## config.mk

```make
export PLATFORM = sky130hd
export DESIGN_NAME = xor_linear_basis_top
export DESIGN_NICKNAME = d
export VERILOG_FILES = /design/src/hw/rtl/xlb_pkg.sv /design/src/hw/rtl/xlb_ram.sv /design/src/hw/rtl/xlb_ctrl.sv /design/src/hw/rtl/xor_linear_basis_top.sv
export SDC_FILE = /design/constraint.sdc
export NUM_CORES = 2
export LEC_CHECK = 0
export ABC_AREA = 0
export BUFFER_PORTS_ARGS = -buffer_cell sky130_fd_sc_hd__buf_2
export CAP_MARGIN = 0
export CORE_MARGIN = 4
export CORE_UTILIZATION = 45
export DETAILED_ROUTE_END_ITERATION = 10
export SLEW_MARGIN = 5
export SYNTH_ARGS = -nofsm -noshare
export SYNTH_HDL_FRONTEND = slang
export SYNTH_HIERARCHICAL = 1
export SYNTH_SLANG_ARGS = --single-unit
export TNS_END_PERCENT = 5
```

## constraint.sdc

```tcl
create_clock -name clk_i -period 4.89 [get_ports clk_i]
set_input_delay 0.489 -clock clk_i [delete_from_list [all_inputs] [get_ports clk_i]]
set_output_delay 0.489 -clock clk_i [all_outputs]
set_load 0.05 [all_outputs]
```

## src/hw/rtl/xlb_pkg.sv

```systemverilog
// Shared types, constants and a helper function for the XOR linear basis block.
package xlb_pkg;

  // Word width of the basis; the stored words and the reduction run at this width.
  localparam int unsigned Width = 32;
  localparam int unsigned IdxW  = $clog2(Width);
  localparam int unsigned CntW  = $clog2(Width + 1);

  typedef logic [Width-1:0] word_t;
  typedef logic [IdxW-1:0]  idx_t;
  typedef logic [CntW-1:0]  cnt_t;

  typedef enum logic [2:0] {
    OpAdd    = 3'd0,
    OpCheck  = 3'd1,
    OpReduce = 3'd2,
    OpMax    = 3'd3,
    OpClear  = 3'd4
  } op_e;

  typedef enum logic [2:0] {
    StIdle = 3'b001,
    StWalk = 3'b010,
    StFin  = 3'b100
  } state_e;

  typedef struct packed {
    logic [2:0]  operation;
    logic [31:0] value;
  } in_item_t;

  typedef struct packed {
    logic [31:0] result_value;
    logic        flag;
  } out_item_t;

  typedef struct packed {
    logic  wr_en;
    idx_t  wr_addr;
    word_t wr_data;
    logic  rd_en;
    idx_t  rd_addr;
  } ram_req_t;

  // Fold one stored word into the running value: keep the smaller for a
  // reduction, the larger for the max query.
  function automatic word_t fold_word(input logic is_max, input word_t acc, input word_t w);
    word_t t;
    t = acc ^ w;
    if (is_max) begin
      fold_word = (t > acc) ? t : acc;
    end else begin
      fold_word = (t < acc) ? t : acc;
    end
  endfunction

endpackage

```

## src/hw/rtl/xlb_ram.sv

```systemverilog
// Basis word store: one write port, one read port, registered read data.
module xlb_ram
  import xlb_pkg::*;
(
  input  logic     clk_i,
  input  ram_req_t req_i,
  output word_t    rd_data_o
);

  word_t mem [Width];
  word_t rd_data_q;

  always_ff @(posedge clk_i) begin
    if (req_i.wr_en) begin
      mem[req_i.wr_addr] <= req_i.wr_data;
    end
    if (req_i.rd_en) begin
      rd_data_q <= mem[req_i.rd_addr];
    end
  end

  assign rd_data_o = rd_data_q;

endmodule

```

## src/hw/rtl/xlb_ctrl.sv

```systemverilog
// Sequencer and accumulator: walks the stored words and builds each result.
module xlb_ctrl
  import xlb_pkg::*;
(
  input  logic      clk_i,
  input  logic      rst_ni,
  input  logic      start_i,
  input  in_item_t  in_i,
  output logic      busy_o,
  output logic      done_o,
  output out_item_t out_o,
  output ram_req_t  ram_req_o,
  input  word_t     ram_rd_data_i
);

  state_e    state_q, state_d;
  cnt_t      count_q, count_d;
  cnt_t      idx_q, idx_d;
  logic      rdv_q, rdv_d;
  logic      done_q, done_d;
  logic [2:0] op_q, op_d;
  word_t     acc_q, acc_d;
  out_item_t out_q, out_d;
  logic      issue;
  logic      is_max;
  logic      walk_op;
  logic      append;

  assign is_max = (op_q == OpMax);
  assign issue  = (idx_q < count_q);

  always_comb begin
    state_d   = state_q;
    count_d   = count_q;
    idx_d     = idx_q;
    rdv_d     = 1'b0;
    done_d    = 1'b0;
    op_d      = op_q;
    acc_d     = acc_q;
    out_d     = out_q;
    walk_op   = 1'b0;
    append    = 1'b0;
    ram_req_o = '0;

    unique case (state_q)
      StIdle: begin
        if (start_i) begin
          op_d  = in_i.operation;
          idx_d = '0;
          acc_d = (in_i.operation == OpMax) ? '0 : word_t'(in_i.value);
          unique case (in_i.operation) inside
            OpAdd, OpCheck, OpReduce, OpMax: walk_op = 1'b1;
            default:                         walk_op = 1'b0;
          endcase
          state_d = (walk_op && (count_q != '0)) ? StWalk : StFin;
        end
      end
      StWalk: begin
        // Issue one read per cycle; fold each word in the cycle after its read.
        ram_req_o.rd_en   = issue;
        ram_req_o.rd_addr = idx_q[IdxW-1:0];
        rdv_d             = issue;
        if (issue) begin
          idx_d = idx_q + cnt_t'(1);
        end
        if (rdv_q) begin
          acc_d = fold_word(is_max, acc_q, ram_rd_data_i);
        end
        if (!issue) begin
          state_d = StFin;
        end
      end
      StFin: begin
        done_d             = 1'b1;
        out_d.result_value = '0;
        out_d.flag         = 1'b0;
        unique case (op_q) inside
          OpAdd: begin
            append             = (acc_q != '0) && (count_q < cnt_t'(Width));
            out_d.result_value = 32'(acc_q);
            out_d.flag         = append;
          end
          OpCheck: begin
            out_d.result_value = 32'(acc_q);
            out_d.flag         = (acc_q == '0);
          end
          OpReduce, OpMax: begin
            out_d.result_value = 32'(acc_q);
          end
          OpClear: begin
            count_d = '0;
          end
          default: begin
          end
        endcase
        // Append at the tail; no read of this entry can be in flight.
        ram_req_o.wr_en   = append;
        ram_req_o.wr_addr = count_q[IdxW-1:0];
        ram_req_o.wr_data = acc_q;
        if (append) begin
          count_d = count_q + cnt_t'(1);
        end
        state_d = StIdle;
      end
      default: begin
        state_d = StIdle;
      end
    endcase
  end

  always_ff @(posedge clk_i or negedge rst_ni) begin
    if (!rst_ni) begin
      state_q <= StIdle;
      count_q <= '0;
      idx_q   <= '0;
      rdv_q   <= 1'b0;
      done_q  <= 1'b0;
    end else begin
      state_q <= state_d;
      count_q <= count_d;
      idx_q   <= idx_d;
      rdv_q   <= rdv_d;
      done_q  <= done_d;
    end
  end

  always_ff @(posedge clk_i) begin
    op_q  <= op_d;
    acc_q <= acc_d;
    out_q <= out_d;
  end

  assign busy_o = (state_q != StIdle);
  assign done_o = done_q;
  assign out_o  = out_q;

endmodule

```

## src/hw/rtl/xor_linear_basis_top.sv

```systemverilog
// Top level of the XOR linear basis block over GF(2).
//
//   channel | ports                  | handshake
//   --------+------------------------+------------------------------------------
//   in      | start, busy, in_i      | item taken at a clock edge with start & !busy
//   out     | done_o, out_o          | one-cycle strobe, taken at the next edge
//
// Add, check, reduce and max items walk the stored words before their done_o
// strobe; count, the number of stored words, is up to 32. Clear, unused codes
// and an empty basis skip the walk. The walk reads one stored word per cycle
// from the single read port of the basis memory, and that read sets the rate.
// Reset clears the word count and the sequencer; the word memory needs no
// clearing since only entries below the count are ever read.
// The receiver cannot stall: done_o marks each result on out_o for one cycle only.
// busy drops in the cycle done_o rises, so the next item may start there.
module xor_linear_basis_top
  import xlb_pkg::*;
(
  input  logic      clk_i,
  input  logic      rst_ni,
  input  logic      start,
  output logic      busy,
  input  in_item_t  in_i,
  output logic      done_o,
  output out_item_t out_o
);

  ram_req_t ram_req;
  word_t    ram_rd_data;

  // Sequence the walk, fold words into the running value, update the count.
  xlb_ctrl u_ctrl (
    .clk_i         (clk_i),
    .rst_ni        (rst_ni),
    .start_i       (start),
    .in_i          (in_i),
    .busy_o        (busy),
    .done_o        (done_o),
    .out_o         (out_o),
    .ram_req_o     (ram_req),
    .ram_rd_data_i (ram_rd_data)
  );

  // Hold the basis words in insertion order.
  xlb_ram u_ram (
    .clk_i     (clk_i),
    .req_i     (ram_req),
    .rd_data_o (ram_rd_data)
  );

endmodule

```

==> key figures <==
Run status
  • Status: completed

Clock tree
  • CTS root buf: clkbuf_16
  • Maximum clock path buffer count: 3
  • Clock sink total: 1141
  • # resized after CTS: 0
  • CTS Buf Count: 111
  • Setup bufs post-CTS: 0
  • Clk slew on worst S/H paths: 0.06 ns
  • H-tree levels: 3
  • Clock Latency Late Sink: 0.69 ns
  • TritonCTS clock tree: built
  • # hold bufs at CTS: 2

Worst setup path
  • Bufs and invs on worst path: 2
  • Max stage delay cell, worst path: dfrtp_1
  • Worst r2r src: u_ctrl/state_q[2]
  • Startpoint types: flip-flop
  • Max incr delay on CP: 0.61 ns
  • CP Data Required Time: 5.24 ns
  • R2R depth: 9
  • CP Capture Type: flip-flop
  • Worst EP arrival: 4.31 ns
  • Critical Setup Path Class: reg2reg
  • Crit-path cells: nor2_2 > and3_4 > buf_12 > buf_4 > mux2i_1 > a22o_1 > nor3_1 > a31oi_1 > nand3_1
  • Reg2reg end: u_ram/rd_data_o[13]
  • CP max FO: 32
  • Reg-to-reg setup timing slack: 0.93 ns
  • Delay-heaviest family, CP: simple AND/OR/NAND/NOR gates

Die
  • Die Width: 326 microns
  • Die area: 106000 sq um
  • Rows: 116
  • Starting Density: 0.454
  • Die Height: 326 microns
  • Core area: 100000 sq um
  • Io pins: 73

Timing
  • Setup violations, final: 0
  • Max-slew violation count: 0
  • Setup tns final: 0 ns
  • Final count of hold timing violations: 0
  • Worst Clk Skew: 0.0204 ns
  • RSZ-0062 raised after global routing: no
  • Hold Slack: 0.0528 ns
  • Achievable Freq: 253 MHz
  • Final Critical Period: 3.96 ns
  • Slew @ Worst Pin: 1.26 ns
  • Slew headroom: 0.160
  • Fin crit share: 0.810

Cells and area
  • Post-Route Utilization: 0.516
  • Share of cells above drive strength 1: 0.136
  • Antenna Cells: 0
  • Layout area overhead: 13.7%
  • Filler instances: 8080
  • Nets: 2940

Global routing
  • Vias in the first global route: 25000
  • Gr usage total: 0.225
  • Remaining Overflow, GRT: 0
  • Initial antenna violation count: 3
  • Largest net degree at the start of global routing: 84
  • First-pass GRT wire length: 176000 microns

Logic synthesis
  • Synth top cells by count: edfxtp_1, mux2i_1, nand2_1
  • Ys async rst share: 0.0149
  • Synth area leader: edfxtp_1
  • Post-Syn Nets: 2789
  • Number of synthesized flops with an enable pin: 1124
  • Sequential area share after synthesis: 0.751
  • Post-Syn Area per Cell: 16.7 sq um
  • Top-count cell post-synth: edfxtp_1
  • Synth cell types: 49
  • Post-Syn Area: 45500 sq um
  • Syn. warnings: 6
  • FF+latch count, synth: 1141
  • Area contributors post-synth: edfxtp_1, mux2i_1, a22oi_1, a22o_1, nand2_1
  • Main flop type after synthesis: edfxtp_1
  • Area share of the leading cell type in the synthesized netlist: 0.741
  • Gate Count Post-Synth: 2727

Pwr
  • LEAKAGE: 16.1 nW
  • Max IR drop VDD: 266 uV
  • Pwr per Cell Area: 410 nW/um^2
  • Total power: 21.2 mW

Hold path
  • Hold Path Origin: in_i[33]
  • Endpoint, Worst Hold: u_ctrl/op_q[1]
  • Hold depth: 1
  • Hold Crit Class: in2reg

Route
  • DRC Markers: 0
  • Initial DRT Pass Iterations: 7
  • WL final: 122000 microns
  • Post-route ant nets: 0
  • DRT iter0 DRCs: 3204
  • Total number of vias: 25500
  • Routed len/inst: 28.1 microns
  • Vias per cell: 5.88

Place
  • Post-DP HPWL: 72500 microns
  • Routability congestion estimate: 0.877
  • Port Buffers: 72

Run
  • Total of max-cap violations: 0
-- state kept, by name, summed over array words and instances, names as in the netlist --
name / count
u_ctrl/out_o: 33
u_ctrl/count_q: 6
u_ctrl/op_q: 3
u_ram/mem: 1024
u_ram/rd_data_o: 32
u_ctrl/rdv_q: 1
u_ctrl/done_o: 1
u_ctrl/state_q: 3
u_ctrl/idx_q: 6
u_ctrl/acc_q: 32
-- layer usage --
metal | up-vias | wire length (microns) | GRT usage
met1 | 13200 | 53100 | 0.333
met3 | 151 | 10000 | 0.0358
met5 | - | 0 | 0
li1 | 11000 | - | -
met4 | 0 | 2190 | 0.0504
met2 | 1156 | 56300 | 0.352
-- logic make-up after synthesis --
family	share of synthesized area
compound gates	0.0530
xor+xnor	0.00673
fa+ha+maj	0.00660
buf+inv	0.0208
flops	0.751
mux	0.114
simple gates	0.0481
-- report_power, final --
group / total [mW] / internal [mW] / switching (mW) / leakage [nW]
Clock: 8.61 / 4.99 / 3.62 / 1.78
Sequential: 11.3 / 11.2 / 0.154 / 10.5
Combinational: 1.30 / 0.301 / 0.994 / 3.79
-- per-stage QoR --
step           setup slack (ns)  cells  cell area [sq um]
2_1_floorplan             0.880   2727              45500
3_3_place_gp               1.02   4120              48000
3_5_place_dp               1.00   4120              48000
4_1_cts                   0.984   4328              51700
5_1_grt                   0.787   4328              51700
6_report                  0.931   4328              51700
-- layout by cell type (no fill, tap or decap), types with 16 or more instances in the layout --
cell       synthesis  routed
inv_1             31      29
a22oi_1           98      98
buf_4             34      94
o21ai_0           36      36
dfrtp_1           16      16
clkinv_1           0      29
buf_2             29      72
a22o_1            66      66
nand3_1          105     105
clkbuf_1          57      18
nor2_1            91      55
nor2b_1           18      17
a31oi_1           35      33
nand2_1          149     148
xnor2_1           32      32
clkbuf_16          0     112
mux2i_1          517     517
clkinv_2           0      19
ha_1              24      24
edfxtp_1        1124    1124
nor3_1            35      35
a21oi_1          109     109
nor2_4             0      36
-- worst register-to-register path, delay by kind of cell (launching register included) --
kind            cells  cell delay (ns)
flops               1             0.61
mux                 1             0.34
compound gates      2             0.50
buf+inv             2             0.89
simple gates        4             1.28
-- how the worst max path moves through the flow --
| stage | slack (ns) | cells after the start | start | to |
|---|---|---|---|---|
| floorplan | 0.88 | 9 | u_ctrl/acc_q[4] | u_ctrl/acc_q[0] |
| global placement | 1.02 | 9 | u_ctrl/state_q[2] | u_ram/rd_data_o[13] |
| detailed placement | 1.00 | 9 | u_ctrl/state_q[2] | u_ram/rd_data_o[13] |
| CTS | 0.98 | 9 | u_ctrl/state_q[2] | u_ram/rd_data_o[13] |
| global route | 0.79 | 5 | u_ctrl/state_q[2] | u_ram/mem[26][28] |
| finish | 0.93 | 9 | u_ctrl/state_q[2] | u_ram/rd_data_o[13] |
-- area by class of cell --
class | count | area [sq um] | share of cell area
flip-flops and latches | 1141 | 34200 | 0.661
multi-input cells | 1412 | 10700 | 0.207
clock buffers | 130 | 2870 | 0.0555
well taps | 1357 | 1700 | 0.0328
repair buffers | 181 | 1350 | 0.0260
clock inverters | 76 | 800 | 0.0155
inverters | 31 | 116 | 0.00225
Power figures use the tool's default switching activity.
